$ cat src/design/c2p_pkg.sv
// ----------------------------------------------------------------------------
// c2p_pkg
// shared widths, angle table and pipeline word type for the complex to polar
// converter
// ----------------------------------------------------------------------------
package c2p_pkg;

	localparam int DATA_WIDTH = 16;
	localparam int ITERATIONS = 16;
	localparam int GUARD_BITS = 28;

	// x/y: input, sign flip, cordic gain below 2, guard bits
	localparam int XW      = DATA_WIDTH + GUARD_BITS + 3;
	localparam int SW      = 2 * DATA_WIDTH;
	localparam int RW      = DATA_WIDTH + 3;
	localparam int ZW      = 32;
	localparam int PH_SH   = ZW - DATA_WIDTH;
	localparam int NSTG    = (ITERATIONS > DATA_WIDTH) ? ITERATIONS : DATA_WIDTH;
	localparam int TDATA_W = ((2 * DATA_WIDTH + 7) / 8) * 8;

	localparam logic [ZW-1:0] Z_PI = 32'h8000_0000;

	// round(atan(2^-i) * 2^31 / pi)
	localparam logic [ZW-1:0] ATAN_TAB [32] = '{
		32'h20000000, 32'h12E4051E, 32'h09FB385B, 32'h051111D4,
		32'h028B0D43, 32'h0145D7E1, 32'h00A2F61E, 32'h00517C55,
		32'h0028BE53, 32'h00145F2F, 32'h000A2F98, 32'h000517CC,
		32'h00028BE6, 32'h000145F3, 32'h0000A2FA, 32'h0000517D,
		32'h000028BE, 32'h0000145F, 32'h00000A30, 32'h00000518,
		32'h0000028C, 32'h00000146, 32'h000000A3, 32'h00000051,
		32'h00000029, 32'h00000014, 32'h0000000A, 32'h00000005,
		32'h00000003, 32'h00000001, 32'h00000001, 32'h00000000
	};

	typedef struct packed {
		logic                  zero;
		logic [XW-1:0]         x;
		logic [XW-1:0]         y;
		logic [ZW-1:0]         z;
		logic [SW-1:0]         s;
		logic [DATA_WIDTH-1:0] root;
		logic [RW-1:0]         rem;
	} core_t;

endpackage

$ cat src/design/c2p_out.sv
// ----------------------------------------------------------------------------
// c2p_out
// magnitude rounding, phase rounding to output width and the output register
// ----------------------------------------------------------------------------
module c2p_out (
	input  logic                            clk,
	input  logic                            arst_n,
	input  logic                            en,
	input  logic                            in_valid,
	input  c2p_pkg::core_t                  in_word,
	output logic                            valid,
	output logic [c2p_pkg::DATA_WIDTH-1:0]  magnitude,
	output logic [c2p_pkg::DATA_WIDTH-1:0]  phase,
	output logic                            phase_valid
);
	import c2p_pkg::*;

	logic                  round_up;
	logic [DATA_WIDTH-1:0] mag_n, ph_n;
	logic                  valid_q, pv_q;
	logic [DATA_WIDTH-1:0] mag_q, phase_q;

	// remainder s - n^2 above n means s > n^2 + n
	assign round_up = in_word.rem > RW'(in_word.root);
	assign mag_n    = in_word.root + DATA_WIDTH'(round_up);

	if (PH_SH > 0) begin : g_ph_round
		logic [ZW-1:0] z_r;
		assign z_r  = in_word.z + (ZW'(1) << (PH_SH - 1));
		assign ph_n = z_r[ZW-1:PH_SH];
	end else begin : g_ph_full
		assign ph_n = in_word.z[DATA_WIDTH-1:0];
	end

	always_ff @(posedge clk or negedge arst_n) begin
		if (!arst_n) begin
			valid_q <= 1'b0;
		end else if (en) begin
			valid_q <= in_valid;
		end
	end

	always_ff @(posedge clk) begin
		if (en) begin
			mag_q   <= mag_n;
			phase_q <= in_word.zero ? '0 : ph_n;
			pv_q    <= !in_word.zero;
		end
	end

	assign valid       = valid_q;
	assign magnitude   = mag_q;
	assign phase       = phase_q;
	assign phase_valid = pv_q;

endmodule

$ cat config.mk
export PLATFORM = sky130hd
export DESIGN_NAME = c2p_out
export DESIGN_NICKNAME = d
export VERILOG_FILES = /design/src/design/c2p_pkg.sv /design/src/design/c2p_out.sv
export SDC_FILE = /design/constraint.sdc
export NUM_CORES = 1
export LEC_CHECK = 0
export ABC_AREA = 1
export BUFFER_PORTS_ARGS = -buffer_cell sky130_fd_sc_hd__buf_4
export CELL_PAD_IN_SITES_DETAIL_PLACEMENT = 1
export CELL_PAD_IN_SITES_GLOBAL_PLACEMENT = 2
export CORE_MARGIN = 2
export CORE_UTILIZATION = 18
export CTS_CLUSTER_DIAMETER = 60
export DETAILED_ROUTE_END_ITERATION = 6
export PLACE_DENSITY = 0.83
export SETUP_SLACK_MARGIN = 0.15
export SLEW_MARGIN = 20
export SYNTH_ARGS = -nofsm -noshare
export SYNTH_HDL_FRONTEND = slang
export SYNTH_SLANG_ARGS = --single-unit
export TNS_END_PERCENT = 50
$ cat constraint.sdc
create_clock -name clk -period 1.3 [get_ports clk]
set_input_delay 0 -clock clk [delete_from_list [all_inputs] [get_ports clk]]
set_output_delay 0 -clock clk [all_outputs]
set_load 0.05 [all_outputs]
==> results of run 1 <==
-- cells in the mapped netlist, drive strengths merged, types with 2 or more instances --
cell type  number
edfxtp         33
nand4           8
nor3            8
nand2          52
nand3          17
o21ai           6
nor2           30
xor2           13
inv            43
ha             19
a21oi          15
xnor2           2
-- worst max path at each step --
| stage | start | cells past startpoint | to | slack [ns] |
|---|---|---|---|---|
| 2_1_floorplan | in_word[23] | 19 | magnitude[14] | -0.76 |
| 3_3_place_gp | in_word[23] | 20 | magnitude[14] | -0.92 |
| 3_5_place_dp | in_word[27] | 20 | magnitude[14] | -1.03 |
| 4_1_cts | in_word[23] | 17 | magnitude[13] | -0.70 |
| 5_1_grt | in_word[23] | 20 | magnitude[14] | -0.89 |
| 6_report | in_word[23] | 18 | magnitude[10] | -0.74 |
-- layer usage --
layer	track usage	vias up	wire [µm]	part of all wire
met3	0.02929	6	532	0.071
met1	0.1247	1029	3156	0.42
li1	-	1129	-	-
met4	0.01508	0	41	0.0055
met2	0.2008	77	3722	0.50
met5	0	-	0	0
-- cell families after synthesis --
logic type	Yosys count	synth area share
and+or+nand+nor	117	0.2536
adders and majority gates	19	0.1052
buffers and inverters	45	0.07530
muxes	1	0.004983
DFF	34	0.4496
xor gates and xnor gates	15	0.05814
AOI/OAI and AO/OA	23	0.05315
-- registers in the layout, summed over array words and instances (netlist names) --
register and flops:
phase 16, magnitude 16, valid 1, phase_valid 1
-- cell usage in the layout, fill, tap and decap left out, drive strengths merged, types with 8 or more instances in the layout --
master	count
a21oi	15
buf	133
edfxtp	33
ha	19
inv	42
nand2	52
nand3	17
nand4	8
nor2	30
nor3	8
xor2	13
-- what timing repair did --
action,CTS,global route
resized for setup,20,27
hold buffers,2,0
setup endpoints to repair,16,16
pin swaps,8,16
endpoints found under the hold margin,2,0
setup buffers,2,4
-- through the flow --
step                      cells  instance area [µm²]
after detailed placement    548                 3491
after global routing        564                 3931
after global placement      548                 3491
final                       564                 3931
after CTS                   560                 3760
after floorplan             254                 2320
-- layout make-up --
| cell class | count | share of cell area |
|---|---|---|
| Clock inverter | 2 | 0.002228 |
| Tap cell | 168 | 0.05347 |
| Multi-Input combinational cell | 175 | 0.3434 |
| Inverter | 44 | 0.04360 |
| Sequential cell | 34 | 0.2584 |
| Timing Repair Buffer | 135 | 0.2661 |
| Clock buffer | 6 | 0.03278 |
-- where the power goes --
| part | internal, mW | total, mW | switching (mW) | leakage (nW) |
|---|---|---|---|---|
| Clock | 0.699 | 1.12 | 0.417 | 0.0683 |
| Combinational | 0.466 | 1.17 | 0.704 | 1.36 |
| Sequential | 1.31 | 1.34 | 0.0267 | 0.332 |
==> out/qor.yml, run 1 <==
ys_types: 29
max_freq_mhz: 489.2
setup_viol: 16
drc: 0
clk_path_buf_depth: 2
ant_nets: 0
synthToLayoutAreaGrowth_pct: 73.98
num_vias: 2241
power_density_nw_per_um2: 921.5
cts_tree: "done"
start_kind: "input port"
diodes: 0
synth_seq_cells: 34
die_h_um: 116.0
dp_hpwl_um: 6041
slew_violations: 0
critPathRequiredTime_ns: 1.32
final_layout_size_suffix_gt1_frac: 0.5000
drv_cap: 0
drtPass1Iterations: 4
rsz0062_at_grt: "true"
cts.clk_slew.worst_paths_ns: 0.05
synth_seq_area_share: 0.4496
syn_avg_cell_area_um2: 8.896
grt_pass1_vias: 2370
die_w_um: 116.0
crit-reg2reg-launch: "valid"
gp_congestion: 0.7836
grt-ovfl-total: 0
ys_warn_count: 0
fp.dieArea_um2: 13470
r2r_setup_slack_ns: 0.56
clkSinkCount: 34
grt_pass1_wl_um: 11290
synth_area_leaders: "edfxtp_1 (44%), ha_1 (11%), nand2_1 (8.1%)"
min-delay-start: "en"
ir_worst_vdd_uv: 379.8
reg2reg_to: "valid"
setup_tns_ns: -8.173
layout_setup_ws_ns: -0.7440
hold-path-cell-count: 1
cp_num_buf_inv: 3
drt-total-wl_um: 7453
async_flop_share: 0.02941
outcome: "finished, violations left"
ff_latch_area_um2: 1016
synth_area_um2: 2260
wl_per_cell_um: 13.21
holdWs_ns: 0.02373
hold_end: "phase[13]"
yosysTopAreaCell: "edfxtp_1"
critical-path-top-delay-family: "simple AND/OR/NAND/NOR gates"
leakagePower_nw: 1.757
r2r_cells: 1
rows: 40
slew_headroom: 0.6827
cts-root-buf: "clkbuf_16"
p_total_mw: 3.623
fin_util: 0.3246
place_ws_ns: -1.035
h-tree-depth: 2
clk_latency_ns: 0.27
synthFlopType: "edfxtp_1"
grt_max_degree: 29
antenna_found_initial: 0
ioPinCount: 232
syn_nets: 471
cts_buffers: 5
crit_arrival_ns: 2.06
worstMarginPinSlew_ns: 0.4723
multi_input_area_um2: 1350
drt_iter0_drc: 89
cpPeakStageDelay_ns: 0.29
path_max_fanout: 2
yosysTopAreaCellShare: 0.4385
path_cells: "buf_6 -> clkinvlp_4 -> ha_4 -> nand2_1 -> nand2_1 -> nand2_1 -> nand2_1 -> nand2_1 -> a21oi_1 -> nor2_1 -> nor2_1 -> ha_2 -> ha_4 -> nand3_4 -> nor2_4 -> nand4_4 -> buf_4 -> xor2_1"
fin_crit_sh: 1.572
synth_edf_count: 33
crit_path_end_kind: "flop"
finClkSkew_ns: 0
viasPerCell: 3.973
violations: "setup timing"
io_buffers: 90
initial_utilization: 0.1866
fill_cells: 1437
worstSetupPathType: "in2reg"
crit_path_top_delay_cell: "ha_4"
hold_path_class: "in2reg"
hold_violations: 0
min_period_ns: 2.044
core_region_area_um2: 12110
syn_inst: 254
track_usage: 0.1073
nets: 612
crit_path_frequent_cell: "nand2_1"
Power figures use the tool's default switching activity.
==> run 2, diff against run 1 <==
RECOVER_POWER = 25   (was default)
==> out/qor.yml, run 2 (synthesis results as in run 1) <==
layout_setup_ws_ns: -0.7438
leakagePower_nw: 1.748
ir_worst_vdd_uv: 380.5
r2r_cells: 1
diodes: 0
drt-total-wl_um: 7437
fin_crit_sh: 1.572
track_usage: 0.1073
clkSinkCount: 34
final_common_cell: "buf_4"
ant_nets: 0
crit-reg2reg-launch: "valid"
hold_path_class: "in2async"
dp_cells: 548
crit_path_end_kind: "flop"
ioPinCount: 232
worstMarginPinSlew_ns: 0.7934
violations: "setup timing"
grt-ovfl-total: 0
crit_path_top_delay_cell: "ha_4"
cts-root-buf: "clkbuf_16"
wl_per_cell_um: 13.19
worstSetupEndpoint: "magnitude[10]"
finalNonFillerCells: 564
outcome: "finished, violations left"
grt_pass1_wl_um: 11290
fp.dieArea_um2: 13470
drv_cap: 0
slew_headroom: 0.4711
crit_arrival_ns: 2.06
path_cells: "buf_6 -> clkinvlp_4 -> ha_4 -> nand2_1 -> nand2_1 -> nand2_1 -> nand2_1 -> nand2_1 -> a21oi_1 -> nor2_1 -> nor2_1 -> ha_2 -> ha_4 -> nand3_4 -> nor2_4 -> nand4_4 -> buf_4 -> xor2_1"
clk_latency_ns: 0.27
drtPass1Iterations: 4
cts_tree: "done"
dp_hpwl_um: 6041
holdWs_ns: 0.05360
viasPerCell: 3.952
die_h_um: 116.0
critical-path-top-delay-family: "simple AND/OR/NAND/NOR gates"
clockPowerShare: 0.309
h-tree-depth: 2
cpPeakStageDelay_ns: 0.29
grt_max_degree: 29
nets: 612
power_density_nw_per_um2: 924.4
antenna_found_initial: 0
drt_iter0_drc: 95
gp_congestion: 0.7836
r2r_setup_slack_ns: 0.56
crit_path_frequent_cell: "nand2_1"
path_max_fanout: 2
finClkSkew_ns: 0
worstSetupPathType: "in2reg"
fill_cells: 1438
rows: 40
p_sw_mw: 1.148
p_total_mw: 3.617
power_frac_seq: 0.370
fin_util: 0.3230
slew_violations: 0
synthToLayoutAreaGrowth_pct: 73.14
drc: 0
cts.clk_slew.worst_paths_ns: 0.05
min_period_ns: 2.044
critPathRequiredTime_ns: 1.32
cts_buffers: 5
intPower_mw: 2.469
cp-startpoint: "in_word[23]"
die_w_um: 116.0
grt_pass1_vias: 2370
final_layout_size_suffix_gt1_frac: 0.4975
io_buffers: 90
combPwrFrac: 0.321
start_kind: "input port"
rsz0062_at_grt: "true"
setup_viol: 16
num_vias: 2229
cp.depth: 18
power.share.switching: 0.3174
initial_utilization: 0.1866
reg2reg_to: "valid"
setup_tns_ns: -8.170
cp_num_buf_inv: 3
max_freq_mhz: 489.3
hold_violations: 0
clk_path_buf_depth: 2
layout_common_cells: "buf_4 (126), nand2_1 (40), inv_1 (33), edfxtp_1 (33), nor2_1 (17)"
core_region_area_um2: 12110
run 2: changes by cell type in the layout (fill, tap and decap cells not counted):
cell      change
clkbuf_2      +1
clkbuf_1      +1
clkbuf_4      +1
buf_4         -2
buf_12        -1
run 2: per-stage QoR:
stage	area, µm²	worst slack [ns]
2_1_floorplan	2320	-0.7577
3_5_place_dp	3491	-1.035
6_report	3913	-0.7438
4_1_cts	3760	-0.7030
3_3_place_gp	3491	-0.9230
5_1_grt	3913	-0.8928
run 2: routing by layer:
metal,up-vias,part of all wire,GRT usage
met5,-,0,0
met4,0,0.0055,0.01508
met3,6,0.071,0.02929
met2,75,0.50,0.2008
met1,1020,0.43,0.1247
li1,1128,-,-
run 2: power groups by stage:
stage	sequential [mW]	clock [mW]	combinational (mW)
finish	1.34	1.12	1.16
global route	1.35	1.21	1.25
CTS	1.34	1.16	1.10
detailed placement	1.36	0	1.06
global placement	1.36	0	1.04
floorplan	1.68	0	0.230
run 2: worst min-delay path by stage:
stage           start  depth (start not counted)         to
2_1_floorplan  arst_n                          0      valid
3_3_place_gp   arst_n                          1      valid
3_5_place_dp   arst_n                          1      valid
4_1_cts            en                          1  phase[13]
5_1_grt        arst_n                          2      valid
6_report       arst_n                          2      valid
run 2: layout make-up:
class,count,area (µm²),area share
Clock buffer,6,128.9,0.03294
Clock inverter,2,8.758,0.002239
Inverter,44,171.4,0.04381
Multi-Input combinational cell,175,1350,0.3451
Sequential cell,34,1016,0.2597
Tap cell,168,210.2,0.05373
Timing Repair Buffer,135,1027,0.2626
run 2: what timing repair did:
action,4_1_cts,5_1_grt
gates resized for setup,20,27
hold buffers,2,0
endpoints found under the setup margin,16,16
endpoints found under the hold margin,2,0
setup buffers,2,4
pin swaps,8,16
gates cloned,0,0
==> run 3, diff against run 2 <==
CORE_ASPECT_RATIO = 1.2   (was default)
==> out/qor.yml, run 3 (synthesis results as in run 1) <==
viasPerCell: 4.032
clk_path_buf_depth: 2
track_usage: 0.1086
hold_violations: 0
cp-startpoint: "in_word[24]"
fin_util: 0.3168
r2r_cells: 1
cpPeakStageDelay_ns: 0.28
ff_latch_area_um2: 1016
critical-path-top-delay-family: "simple AND/OR/NAND/NOR gates"
drc: 0
path_cells: "buf_4 -> inv_1 -> ha_1 -> nand2_2 -> nor2_4 -> nand2_2 -> nor2_2 -> nand2_1 -> nand3_1 -> nor2_1 -> nor2_1 -> ha_2 -> ha_4 -> nand3_4 -> nor2_4 -> nand4_4 -> nor2_4 -> nand2_1 -> nand2_1 -> nand2_1"
antenna_found_initial: 0
critPathRequiredTime_ns: 1.33
cp_num_buf_inv: 2
r2r_setup_slack_ns: 0.55
wl_per_cell_um: 13.07
cts.clk_slew.worst_paths_ns: 0.05
ioPinCount: 232
path_max_fanout: 3
max_freq_mhz: 513.4
drt_iter0_drc: 40
synthToLayoutAreaGrowth_pct: 70.60
die_h_um: 126.7
clkSinkCount: 34
grt_max_degree: 26
nets: 611
worstSetupEndpoint: "magnitude[14]"
final_layout_size_suffix_gt1_frac: 0.4898
rows: 44
core_region_area_um2: 12170
io_buffers: 90
crit_path_end_kind: "flop"
rsz0062_at_grt: "true"
cts_tree: "done"
min_period_ns: 1.948
reg2reg_to: "valid"
setup_viol: 16
fill_cells: 1442
diodes: 0
worstMarginPinSlew_ns: 0.5236
start_kind: "input port"
cp.depth: 20
grt_pass1_vias: 2463
worstSetupPathType: "in2reg"
outcome: "finished, violations left"
drt-total-wl_um: 7252
ant_nets: 0
grt_pass1_wl_um: 11620
cts_buffers: 5
dp_hpwl_um: 5978
final_common_cell: "buf_4"
drtPass1Iterations: 4
place_ws_ns: -1.071
initial_utilization: 0.1857
grt-ovfl-total: 0
clk_latency_ns: 0.27
violations: "setup timing"
finClkSkew_ns: 0
crit_path_frequent_cell: "nand2_1"
layout_common_cells: "buf_4 (127), nand2_1 (43), inv_1 (33), edfxtp_1 (33), nor2_1 (17)"
h-tree-depth: 2
crit_path_top_delay_cell: "ha_1"
multi_input_area_um2: 1318
slew_violations: 0
num_vias: 2238
power_density_nw_per_um2: 931.5
fin_crit_sh: 1.498
die_w_um: 106.3
crit_arrival_ns: 1.98
gp_congestion: 0.8602
layout_setup_ws_ns: -0.6478
slew_headroom: 0.6509
fp.dieArea_um2: 13470
crit-reg2reg-launch: "valid"
cts-root-buf: "clkbuf_16"
drv_cap: 0
hold_path_class: "in2async"
ir_worst_vdd_uv: 437.7
leakagePower_nw: 1.721
==> run 3: cell count changes in the layout (fill, tap and decap cells not counted), sizes merged <==
cell    before  now
clkbuf       9   10
buf        130  129
clkinv       3    1
==> run 3: area by class of cell <==
| cell class | count | area share |
|---|---|---|
| Clock buffer | 7 | 0.03440 |
| Inverter | 44 | 0.04382 |
| Multi-Input combinational cell | 175 | 0.3418 |
| Timing Repair Buffer | 134 | 0.2642 |
| Tap cell | 161 | 0.05226 |
| Sequential cell | 34 | 0.2635 |
==> run 3: layer usage <==
layer / GRT usage / vias up / wire, µm
met4: 0.02399 / 0 / 80
met5: 0 / - / 0
met2: 0.2002 / 85 / 3657
met1: 0.1229 / 1024 / 2964
met3: 0.03135 / 9 / 549
li1: - / 1120 / -
==> run 3: worst min path at each step <==
stage            from  endpoint  slack (ns)  depth (start not counted)
2_1_floorplan  arst_n     valid       -0.30                          0
3_3_place_gp   arst_n     valid       -0.22                          1
3_5_place_dp   arst_n     valid       -0.22                          1
4_1_cts        arst_n     valid        0.03                          2
5_1_grt        arst_n     valid        0.07                          2
6_report       arst_n     valid        0.07                          2
==> run 3: per-stage QoR <==
stage,cells,hold slack (ns),area [µm²],setup TNS [ns],power (mW)
2_1_floorplan,254,-0.2956,2320,-8.695,1.914
3_3_place_gp,539,-0.2240,3467,-12.62,2.400
3_5_place_dp,539,-0.2199,3467,-13.62,2.423
4_1_cts,554,0.03112,3775,-7.987,3.609
5_1_grt,555,0.07489,3855,-10.04,3.755
6_report,555,0.06795,3855,-7.901,3.591
==> run 3: power by group <==
part           leakage (nW)  internal [mW]  switching [mW]  total (mW)
Clock                0.0640          0.700           0.417        1.12
Sequential            0.332           1.31          0.0285        1.34
Combinational          1.33          0.440           0.695        1.14
==> run 3: what timing repair did <==
item | CTS | global route
endpoints found under the setup margin | 16 | 16
hold buffers | 2 | 0
setup buffers | 6 | 1
pin swaps | 6 | 4
endpoints found under the hold margin | 2 | 0
gates resized for setup | 24 | 16
