<file path="src/design/c2p_pkg.sv">
// ----------------------------------------------------------------------------
// c2p_pkg
// shared widths, angle table and pipeline word type for the complex to polar
// converter
// ----------------------------------------------------------------------------
package c2p_pkg;

	localparam int DATA_WIDTH = 16;
	localparam int ITERATIONS = 16;
	localparam int GUARD_BITS = 28;

	// x/y: input, sign flip, cordic gain below 2, guard bits
	localparam int XW      = DATA_WIDTH + GUARD_BITS + 3;
	localparam int SW      = 2 * DATA_WIDTH;
	localparam int RW      = DATA_WIDTH + 3;
	localparam int ZW      = 32;
	localparam int PH_SH   = ZW - DATA_WIDTH;
	localparam int NSTG    = (ITERATIONS > DATA_WIDTH) ? ITERATIONS : DATA_WIDTH;
	localparam int TDATA_W = ((2 * DATA_WIDTH + 7) / 8) * 8;

	localparam logic [ZW-1:0] Z_PI = 32'h8000_0000;

	// round(atan(2^-i) * 2^31 / pi)
	localparam logic [ZW-1:0] ATAN_TAB [32] = '{
		32'h20000000, 32'h12E4051E, 32'h09FB385B, 32'h051111D4,
		32'h028B0D43, 32'h0145D7E1, 32'h00A2F61E, 32'h00517C55,
		32'h0028BE53, 32'h00145F2F, 32'h000A2F98, 32'h000517CC,
		32'h00028BE6, 32'h000145F3, 32'h0000A2FA, 32'h0000517D,
		32'h000028BE, 32'h0000145F, 32'h00000A30, 32'h00000518,
		32'h0000028C, 32'h00000146, 32'h000000A3, 32'h00000051,
		32'h00000029, 32'h00000014, 32'h0000000A, 32'h00000005,
		32'h00000003, 32'h00000001, 32'h00000001, 32'h00000000
	};

	typedef struct packed {
		logic                  zero;
		logic [XW-1:0]         x;
		logic [XW-1:0]         y;
		logic [ZW-1:0]         z;
		logic [SW-1:0]         s;
		logic [DATA_WIDTH-1:0] root;
		logic [RW-1:0]         rem;
	} core_t;

endpackage

</file>
<file path="src/design/c2p_front.sv">
// ----------------------------------------------------------------------------
// c2p_front
// half-plane fold, absolute values, squares and sum of squares (three stages)
// ----------------------------------------------------------------------------
module c2p_front (
	input  logic                            clk,
	input  logic                            arst_n,
	input  logic                            en,
	input  logic                            in_valid,
	input  logic [c2p_pkg::DATA_WIDTH-1:0]  re,
	input  logic [c2p_pkg::DATA_WIDTH-1:0]  im,
	output logic                            out_valid,
	output c2p_pkg::core_t                  out_word
);
	import c2p_pkg::*;

	logic                  neg;
	logic [XW-1:0]         x_sc, y_sc;
	logic [DATA_WIDTH-1:0] are, aim;

	logic                  valid_s1, valid_s2, valid_s3;
	logic                  zero_s1, zero_s2, zero_s3;
	logic [XW-1:0]         x_s1, y_s1, x_s2, y_s2, x_s3, y_s3;
	logic [ZW-1:0]         z_s1, z_s2, z_s3;
	logic [DATA_WIDTH-1:0] are_s1, aim_s1;
	logic [SW-1:0]         sqre_s2, sqim_s2, sum_s3;

	assign neg  = re[DATA_WIDTH-1];
	assign x_sc = {{(XW-DATA_WIDTH){re[DATA_WIDTH-1]}}, re} << GUARD_BITS;
	assign y_sc = {{(XW-DATA_WIDTH){im[DATA_WIDTH-1]}}, im} << GUARD_BITS;
	assign are  = re[DATA_WIDTH-1] ? (~re + 1'b1) : re;
	assign aim  = im[DATA_WIDTH-1] ? (~im + 1'b1) : im;

	always_ff @(posedge clk or negedge arst_n) begin
		if (!arst_n) begin
			valid_s1 <= 1'b0;
			valid_s2 <= 1'b0;
			valid_s3 <= 1'b0;
		end else if (en) begin
			valid_s1 <= in_valid;
			valid_s2 <= valid_s1;
			valid_s3 <= valid_s2;
		end
	end

	always_ff @(posedge clk) begin
		if (en) begin
			// left half-plane: turn by pi before the rotations
			zero_s1 <= (re == '0) && (im == '0);
			x_s1    <= neg ? (~x_sc + 1'b1) : x_sc;
			y_s1    <= neg ? (~y_sc + 1'b1) : y_sc;
			z_s1    <= neg ? Z_PI : '0;
			are_s1  <= are;
			aim_s1  <= aim;

			zero_s2 <= zero_s1;
			x_s2    <= x_s1;
			y_s2    <= y_s1;
			z_s2    <= z_s1;
			sqre_s2 <= SW'(are_s1) * SW'(are_s1);
			sqim_s2 <= SW'(aim_s1) * SW'(aim_s1);

			zero_s3 <= zero_s2;
			x_s3    <= x_s2;
			y_s3    <= y_s2;
			z_s3    <= z_s2;
			sum_s3  <= sqre_s2 + sqim_s2;
		end
	end

	assign out_valid = valid_s3;
	assign out_word  = '{zero: zero_s3, x: x_s3, y: y_s3, z: z_s3, s: sum_s3,
		root: '0, rem: '0};

endmodule

</file>
<file path="config.mk">
export PLATFORM = sky130hd
export DESIGN_NAME = c2p_front
export DESIGN_NICKNAME = d
export VERILOG_FILES = /design/src/design/c2p_pkg.sv /design/src/design/c2p_front.sv
export SDC_FILE = /design/constraint.sdc
export NUM_CORES = 1
export LEC_CHECK = 0
export BUFFER_PORTS_ARGS = -buffer_cell sky130_fd_sc_hd__buf_2
export CORE_MARGIN = 5
export CORE_UTILIZATION = 45
export CTS_BUF_LIST = sky130_fd_sc_hd__clkbuf_2
export CTS_CLUSTER_DIAMETER = 80
export DETAILED_ROUTE_END_ITERATION = 6
export GPL_TIMING_DRIVEN = 0
export PLACE_DENSITY = 0.68
export SETUP_SLACK_MARGIN = 0.1
export SLEW_MARGIN = 20
export SYNTH_ARGS = -nofsm -noshare
export SYNTH_HDL_FRONTEND = slang
export SYNTH_SLANG_ARGS = --single-unit
</file>
<file path="constraint.sdc">
create_clock -name clk -period 15.2 [get_ports clk]
set_input_delay 0 -clock clk [delete_from_list [all_inputs] [get_ports clk]]
set_output_delay 0 -clock clk [all_outputs]
set_load 0.03 [all_outputs]
</file>
==> impl_metrics.csv, run 1 <==
group,metric,value,unit
min_path,hold_path_depth,5,
sta,fin_worst_skew,0.1559,ns
worst_setup_path,critPathMaxFanout,10,
sta,slew_headroom,28.28,%
route,ant_nets,0,
cts,cts_tree,"yes",
min_path,hold_class,"primary input to register",
global_route,grt_pass1_wl,95.60,mm
route,via_count,17800,
sta,max_freq,137.1,MHz
sta,setup-tns-final,0,ns
place,portBuffers,108,
sta,finalHoldViolCount,0,
worst_setup_path,r2r-end,"sqim_s2[30]",
worst_setup_path,critPathArrivalTime,8.06,ns
worst_setup_path,slowest_stage,"o311ai_0",
cts,path_clk_slew,0.12,ns
worst_setup_path,criticalPathCategory,"register to register",
yosys,synth_seq_cells,230,
worst_setup_path,crit_start,"aim_s1[4]",
floorplan,die_w,245.3,um
cells_and_area,drive_gt1_share,12.34,%
cells_and_area,nNetsFinal,3423,
worst_setup_path,end_kind,"register",
worst_setup_path,startpoint_type,"register",
floorplan,die_h,245.3,um
global_route,antenna_found_initial,2,
global_route,grt_pass1_vias,19090,
cells_and_area,area_growth,14.89,%
place,dp_hpwl,45.93,mm
route,drc_errors,0,
cts,cts_made_buffers,61,
sta,setup_violations,0,
place,place.gp.congestion,0.9145,
min_path,hold-path-endpoint,"aim_s1[15]",
cells_and_area,finish.utilization,52.08,%
route,vias_per_cell,4.908,
sta,finalCritPeriodShare,47.99,%
sta,fin_crit,7.294,ns
sta,grt_setup_unrepaired,"no",
worst_setup_path,path_cells,"clkbuf_1, clkbuf_1, nand2_1, inv_1, fa_1, inv_1, fa_1, inv_1, fa_1, fa_1, fa_1, inv_1, fa_1, inv_1, ha_1, and3_1, nand2_1, o311ai_0, a21o_1, nor3b_1, nor4_1",
yosys,avgSynthCellArea,10.27,um2
worst_setup_path,worstPathRequired,15.97,ns
yosys,yosysUniqueCellTypes,63,
worst_setup_path,cpPeakStageDelay,0.92,ns
cts,cts.sinks,230,
yosys,synth_edf_count,227,
cells_and_area,layout_common_cells,"inv_1, fa_1, ha_1",
global_route,grt_remaining_overflow,0,
worst_setup_path,reg2reg_depth,21,
worst_setup_path,timing.rr.start,"aim_s1[4]",
status,status,"complete, no violations",
yosys,synth_seq_area_share,27.65,%
cts,htree_levels,2,
yosys,synth_flop_cell,"edfxtp_1",
floorplan,dieArea,60190,um2
yosys,async_flop_share,1.304,%
worst_setup_path,cpMostUsedCell,"fa_1",
route,drtIter0Drc,1013,
run,cap_violations,0,
min_path,hold_start,"im[9]",
cts,cts_root_buf,"clkbuf_2",
cts,clockBufferDepth,3,
sta,worst_slew_pin_slew,1.062,ns
floorplan,coreArea,54990,um2
route,wirelength,58.51,mm
yosys,syn_area,24920,um2
floorplan,pin_count,231,
worst_setup_path,reg2reg_slack,7.91,ns
cells_and_area,final_common_cell,"inv_1",
yosys,synthCells,2427,
sta,drv_slew,0,
global_route,grt.total_usage,19.69,%
floorplan,initial_core_util,45.33,%
route,routed_wire_length_per_instance,16.14,um
global_route,grt_max_degree,109,
cts,insertion_delay,1.06,ns
route,firstDrtPassIters,5,
yosys,ys_warn_count,0,
floorplan,row_count,86,
layer usage:
layer	global-route usage [%]	vias up	share of wire (%)
met5	0	-	0
met4	5.038	0	2.1
met3	5.120	97	7.5
met2	33.01	547	49
met1	25.69	8832	42
li1	-	8319	-
how the worst max path moves through the flow:
stage / endpoint / slack, ns
3_3_place_gp: sqim_s2[30] / 8.01
4_1_cts: sqim_s2[30] / 7.95
3_5_place_dp: sqim_s2[30] / 7.99
5_1_grt: sqre_s2[26] / 7.54
2_1_floorplan: sqre_s2[26] / 9.32
6_report: sqim_s2[30] / 7.91
through the flow:
step           cells  cell area [um2]  hold WS (ns)  setup slack (ns)
2_1_floorplan   2551            25390       -0.2956             9.323
3_3_place_gp    3407            26870       -0.2070             8.010
3_5_place_dp    3409            26930       -0.2037             7.990
4_1_cts         3624            28630       0.01021             7.950
5_1_grt         3626            28640       0.04276             7.543
6_report        3626            28640        0.1441             7.906
synthesized netlist by cell type, types with 8 or more instances:
master	n	share of area, %
fa_1	326	26
a21o_1	32	0.96
nand2_1	227	3.4
nand2b_1	16	0.40
clkbuf_1	58	0.87
a21oi_1	83	1.7
xnor2_1	104	3.7
inv_1	519	7.8
nand3_1	14	0.28
nor3_1	15	0.30
edfxtp_1	227	27
a31o_2	8	0.28
nor2b_1	13	0.33
o21a_1	8	0.24
and2_1	93	2.3
or3_1	8	0.20
nand4_1	14	0.35
and3_1	9	0.23
ha_1	231	12
o21ai_0	67	1.3
buf_4	123	3.7
a211oi_1	12	0.36
o21bai_1	12	0.36
a31oi_1	9	0.23
nor2_1	79	1.2
xor2_1	31	1.1
area by class of cell:
type | count | area (um2)
diodes | 2 | 5.005
plain buffers | 184 | 1177
clock buffers | 79 | 395.4
clock inverters | 30 | 234.0
fillers | 4969 | 26350
inverters | 519 | 1948
multi-input cells | 1618 | 15370
flip-flops and latches | 230 | 6892
well taps | 748 | 935.9
repair buffers | 216 | 1677
cell families after synthesis:
group / after synthesis / synth area share, %
mux: 9 / 0.3916
other cells: 1 / 0.01505
flops: 230 / 27.65
buf+inv: 703 / 12.54
fa+ha+maj: 557 / 37.78
xor+xnor: 135 / 4.744
simple gates: 518 / 9.980
compound gates: 274 / 6.898
critical path: cells and delay by family, from the launching register on:
kind,cells,cell delay [ns]
AO/OA/AOI/OAI,2,1.23
adder cells (fa/ha/maj),7,3.10
buffers and inverters,7,1.35
flip-flops,1,0.56
AND/OR/NAND/NOR,5,0.79
sequential cells by signal (all words and copies together), names as in the netlist, 15 cells and up:
register,count
x_s1,19
x_s3,19
sum_s3,32
y_s2,18
x_s2,18
sqre_s2,31
aim_s1,15
sqim_s2,31
y_s3,19
y_s1,19
timing repair:
item / in CTS / in global routing
buffers inserted: 0 / 0
gates resized for setup: 0 / 0
setup endpoints to repair: 0 / 0
endpoints found under the hold margin: 285 / 0
hold buffers: 106 / 0
Power of run 1 is not shown: default switching activity piles up to over one toggle a cycle in this logic, so the estimate is an artifact.
==> run 2: changes to the inputs <==
- ABC_AREA: not set -> 1
- clock period: 15.2 -> 7.2 ns (I/O delays scaled with it)
==> impl_metrics.csv, run 2 <==
group,metric,value,unit
cts,cts_root_buf,"clkbuf_2",
cells_and_area,layout_common_cells,"inv_1, nand2_1, fa_1",
worst_setup_path,critPathArrivalTime,7.30,ns
sta,fin_crit,6.624,ns
route,drtIter0Drc,1328,
yosys,synth_flop_cell,"edfxtp_1",
yosys,ys_warn_count,0,
route,routed_wire_length_per_instance,14.06,um
floorplan,dieArea,65240,um2
cts,clockBufferDepth,3,
cts,cts.sinks,230,
yosys,avgSynthCellArea,8.355,um2
floorplan,die_w,255.4,um
worst_setup_path,r2r-end,"sqre_s2[30]",
global_route,grt_pass1_wl,105.1,mm
route,wirelength,62.82,mm
yosys,synth.area.top_cells,"edfxtp_1, fa_1, inv_1",
sta,finalCritPeriodShare,92.00,%
yosys,synth_edf_count,227,
worst_setup_path,startpoint_type,"register",
route,vias_per_cell,4.630,
sta,setup_ws,0.5758,ns
yosys,synth_seq_cells,230,
place,dp_hpwl,51.15,mm
cts,cts_made_buffers,59,
yosys,yosysUniqueCellTypes,39,
yosys,synth.largest_area_cell,"edfxtp_1",
place,dp_worst_setup_slack,0.4927,ns
yosys,async_flop_share,1.304,%
sta,drv_slew,0,
sta,max_freq,151.0,MHz
cells_and_area,reg_top3,"sum_s3 (32), sqim_s2 (31), sqre_s2 (31)",
sta,fin_worst_skew,0.1265,ns
sta,finalHoldViolCount,0,
route,via_count,20690,
yosys,yosys-top-cells-count,"inv_1, nand2_1, fa_1",
min_path,hold_start,"re[3]",
sta,setup_violations,0,
global_route,grt.total_usage,19.53,%
worst_setup_path,end_kind,"register",
sta,setup-tns-final,0,ns
cells_and_area,final_common_cell,"inv_1",
sta,worst_slew_pin_slew,0.7173,ns
cells_and_area,nNetsFinal,4232,
worst_setup_path,reg2reg_slack,0.58,ns
floorplan,pin_count,231,
global_route,grt_remaining_overflow,0,
worst_setup_path,worstPathRequired,7.88,ns
sta,grt_setup_unrepaired,"no",
yosys,synth_seq_area_share,25.43,%
status,status,"complete, no violations",
global_route,antenna_found_initial,2,
worst_setup_path,reg2reg_depth,23,
cts,cts_post_setup_buffers_inserted,0,
min_path,hold_class,"primary input to register",
cts,path_clk_slew,0.10,ns
worst_setup_path,timing.rr.start,"x_s1[30]",
yosys,synthCells,3244,
floorplan,row_count,90,
route,firstDrtPassIters,7,
global_route,grt_pass1_vias,21140,
run,cap_violations,0,
cells_and_area,drive_gt1_share,10.77,%
place,place.gp.congestion,0.9292,
min_path,hold-path-endpoint,"x_s1[31]",
global_route,grt_max_degree,107,
floorplan,coreArea,60020,um2
worst_setup_path,criticalPathCategory,"register to register",
yosys,yosysTopAreaCellShare,25.15,%
floorplan,die_h,255.4,um
sta,hold_slack,0.1464,ns
route,drc_errors,0,
cts,cts_tree,"yes",
floorplan,initial_core_util,45.16,%
place,portBuffers,107,
yosys,yosysMostFrequentCell,"inv_1",
cells_and_area,top_register,"sum_s3",
route,ant_nets,0,
cells_and_area,largest_register_ffs,32,
cells_and_area,area_growth,13.47,%
cts,htree_levels,2,
min_path,hold_path_depth,3,
yosys,syn_area,27100,um2
worst_setup_path,critPathMaxFanout,10,
sta,slew_headroom,52.18,%
cts,insertion_delay,0.97,ns
[run 2: cell count changes in the layout (fill, tap and decap cells not counted), sizes merged, moves of 12 or more]
cell    previous run  this run
nor2              79       159
nand2            227       859
o21ai             67        39
a21o              32         1
nor2b             13         0
xor2              31        71
nand3             14       115
a211oi            12         0
inv              521       867
a21oi             83        62
nand2b            16         0
and2              93         3
xnor2            104        14
[run 2: what timing repair did]
action | in CTS | in global routing
hold buffers | 101 | 0
endpoints found under the hold margin | 189 | 0
resized for setup | 0 | 0
[run 2: logic make-up (layout without fill, tap and decap cells)]
logic type               after synthesis  after routing  synth area share [%]
AND/OR/NAND/NOR                     1189           1189                 18.05
buffers and inverters               1055           1372                 16.34
adder cells (fa/ha/maj)              557            557                 34.74
flip-flops                           230            230                 25.43
AO/OA/AOI/OAI                        125            125                 2.599
XOR/XNOR                              85             85                 2.747
multiplexers                           2              2               0.08309
other                                  1            127               0.01384
[run 2: worst max-delay path, stage by stage (launching register included)]
cell and delay (ns):
edfxtp_1 0.62, clkbuf_1 0.49, clkbuf_1 0.53, nand2_1 0.16, fa_1 0.58, fa_1 0.56, inv_1 0.05, fa_1 0.50
fa_1 0.51, fa_1 0.51, inv_1 0.05, fa_1 0.47, inv_1 0.04, ha_1 0.34, nand2_1 0.14, inv_1 0.06
nand2_1 0.06, nand2_1 0.08, a21oi_1 0.12, nand2_1 0.15, nand2_1 0.13, nand2_1 0.06, nand2_1 0.06, nand2_1 0.14
[run 2: per-layer routing]
| layer | up-vias | GRT usage, % | share of wire, % |
|---|---|---|---|
| met5 | - | 0 | 0.021 |
| met4 | 2 | 4.154 | 1.7 |
| met3 | 109 | 4.670 | 8.6 |
| met2 | 716 | 33.27 | 47 |
| met1 | 9605 | 25.65 | 43 |
| li1 | 10260 | - | - |
[run 2: worst max path at each step]
stage	from	end	slack [ns]	cells past startpoint
3_3_place_gp	x_s1[30]	sqre_s2[30]	0.47	23
2_1_floorplan	x_s1[30]	sqre_s2[31]	1.80	21
5_1_grt	x_s1[30]	sqre_s2[30]	0.17	23
6_report	x_s1[30]	sqre_s2[30]	0.58	23
3_5_place_dp	x_s1[30]	sqre_s2[30]	0.49	23
4_1_cts	x_s1[30]	sqre_s2[30]	0.59	23
[run 2: final cells by class]
class,count,area [um2]
antenna,2,5.005
buffer,190,1182
clock buffer,87,435.4
clock inverter,20,145.1
fill,5618,29260
inverter,865,3247
multi-input combinational,2083,16250
sequential,230,6892
tap,782,978.4
timing repair buffer,210,1622
[run 2: stage by stage]
step | instances | area, um2 | util, %
global route | 4469 | 30760 | 51.24
floorplan | 3368 | 27570 | -
CTS | 4467 | 30750 | 51.23
global placement | 4257 | 29080 | 48.46
finish | 4469 | 30760 | 51.24
detailed placement | 4259 | 29150 | 48.57
Power of run 2 is left out for the same reason.
==> run 3: changes to the inputs <==
- HOLD_SLACK_MARGIN: not set -> 0.15
- REMOVE_ABC_BUFFERS: not set -> 1
==> impl_metrics.csv, run 3 (synthesis results as in run 2) <==
group,metric,value,unit
status,status,"complete, no violations",
place,portBuffers,108,
cts,holdBufCountCts,122,
cts,cts.repair.resized,0,
worst_setup_path,end_kind,"register",
cells_and_area,area_growth,9.735,%
worst_setup_path,cpPeakStageDelay,0.73,ns
cts,htree_levels,2,
cts,cts_root_buf,"clkbuf_2",
worst_setup_path,critPathArrivalTime,6.77,ns
floorplan,die_w,255.4,um
floorplan,coreArea,60020,um2
floorplan,pin_count,231,
cells_and_area,seq_area,6892,um2
worst_setup_path,cpMostUsedCell,"inv_1",
cells_and_area,stdcell_count,4300,
global_route,grt_max_degree,106,
cells_and_area,largest_register_ffs,32,
route,ant_nets,0,
cells_and_area,layout_common_cells,"inv_1, nand2_1, fa_1",
sta,grt_setup_unrepaired,"no",
place,dp.cells,4070,
floorplan,die_h,255.4,um
cells_and_area,finish.utilization,49.56,%
place,dp_hpwl,44.89,mm
route,drtIter0Drc,1066,
cells_and_area,nNetsFinal,4066,
route,routed_wire_length_per_instance,13.01,um
worst_setup_path,worstPathRequired,7.90,ns
sta,setup_violations,0,
sta,max_freq,164.7,MHz
sta,fin_crit,6.071,ns
run,cap_violations,0,
global_route,grt_pass1_vias,20360,
sta,drv_slew,0,
sta,finalCritPeriodShare,84.32,%
worst_setup_path,startpoint_type,"register",
cells_and_area,fill_cells,5785,
global_route,grt_pass1_wl,97.39,mm
cts,cts_made_buffers,61,
route,via_count,19690,
worst_setup_path,slowest_stage,"edfxtp_1",
worst_setup_path,timing.rr.start,"aim_s1[8]",
sta,worst_slew_pin_slew,0.8612,ns
worst_setup_path,critPathMaxFanout,16,
place,place.gp.congestion,0.9069,
cts,cts_tree,"yes",
worst_setup_path,reg2reg_depth,23,
min_path,hold_class,"primary input to register",
cells_and_area,top_register,"sum_s3",
sta,finalHoldViolCount,0,
worst_setup_path,path_cells,"nand2_1, inv_1, fa_1, inv_1, fa_1, inv_1, fa_1, inv_1, fa_1, inv_1, fa_1, inv_1, fa_1, inv_1, ha_1, nand2_1, inv_1, a21oi_1, nand3_2, nand2_1, nand3_1, nand2_1, nand2_1",
cts,insertion_delay,0.98,ns
cts,clockBufferDepth,3,
floorplan,dieArea,65240,um2
worst_setup_path,r2r-end,"sqim_s2[29]",
route,vias_per_cell,4.580,
floorplan,row_count,90,
route,firstDrtPassIters,5,
worst_setup_path,worstSetupEndpoint,"sqim_s2[29]",
route,drc_errors,0,
worst_setup_path,criticalPathCategory,"register to register",
cells_and_area,reg_top3,"sum_s3 (32), sqim_s2 (31), sqre_s2 (31)",
sta,fin_worst_skew,0.06022,ns
floorplan,initial_core_util,45.16,%
cells_and_area,final_common_cell,"inv_1",
sta,setup-tns-final,0,ns
global_route,antenna_found_initial,1,
global_route,grt.total_usage,17.73,%
cts,cts.sinks,230,
cts,path_clk_slew,0.10,ns
worst_setup_path,reg2reg_slack,1.13,ns
sta,slew_headroom,42.59,%
route,wirelength,55.94,mm
cells_and_area,multi_input_area,16250,um2
cells_and_area,drive_gt1_share,7.620,%
global_route,grt_remaining_overflow,0,
cts,cts_post_setup_buffers_inserted,0,
worst_setup_path,crit_start,"aim_s1[8]",
-- run 3: changes by cell type in the layout (fill, tap and decap cells not counted), sizes merged --
cell and delta:
inv -1, buf -128, bufinv -2, clkinv +2, dlygate4sd3 +21, diode -1, clkbuf -60
-- run 3: how the worst min path moves through the flow --
| stage | start | to | slack (ns) | cells after the start |
|---|---|---|---|---|
| global placement | arst_n | valid_s1 | -0.20 | 1 |
| detailed placement | arst_n | valid_s1 | -0.20 | 1 |
| CTS | im[0] | y_s1[28] | 0.20 | 3 |
| finish | im[0] | y_s1[28] | 0.35 | 3 |
| global route | im[0] | y_s1[28] | 0.26 | 3 |
| floorplan | arst_n | out_valid | -0.30 | 0 |
-- run 3: worst max-delay path: cells and delay by family (launching register included) --
kind	cells	cell delay, ns
compound gates	1	0.28
fa+ha+maj	7	3.36
buf+inv	8	0.45
flops	1	0.73
simple gates	7	0.96
-- run 3: area by class of cell --
| class | count | share of cell area (%) |
|---|---|---|
| diodes | 1 | 0.008413 |
| multi-input cells | 2083 | 54.63 |
| clock buffers | 88 | 1.481 |
| inverters | 865 | 10.92 |
| repair buffers | 232 | 6.201 |
| well taps | 782 | 3.290 |
| flip-flops and latches | 230 | 23.17 |
| clock inverters | 19 | 0.3029 |
-- run 3: metal layers --
layer / GRT usage (%) / routed length [um] / part of all wire [%]
met4: 4.318 / 1022 / 1.8
met2: 30.06 / 26370 / 47
met3: 3.248 / 3229 / 5.8
met5: 0 / 0 / 0
met1: 23.83 / 25320 / 45
-- run 3: through the flow --
step / cell area, um2 / worst slack [ns] / hold WS [ns]
floorplan: 26390 / 1.837 / -0.2956
global placement: 27910 / 1.230 / -0.2029
detailed placement: 27970 / 1.179 / -0.2014
CTS: 29740 / 1.164 / 0.1964
global route: 29740 / 0.7722 / 0.2622
finish: 29740 / 1.129 / 0.3519
Power of run 3 is left out for the same reason.
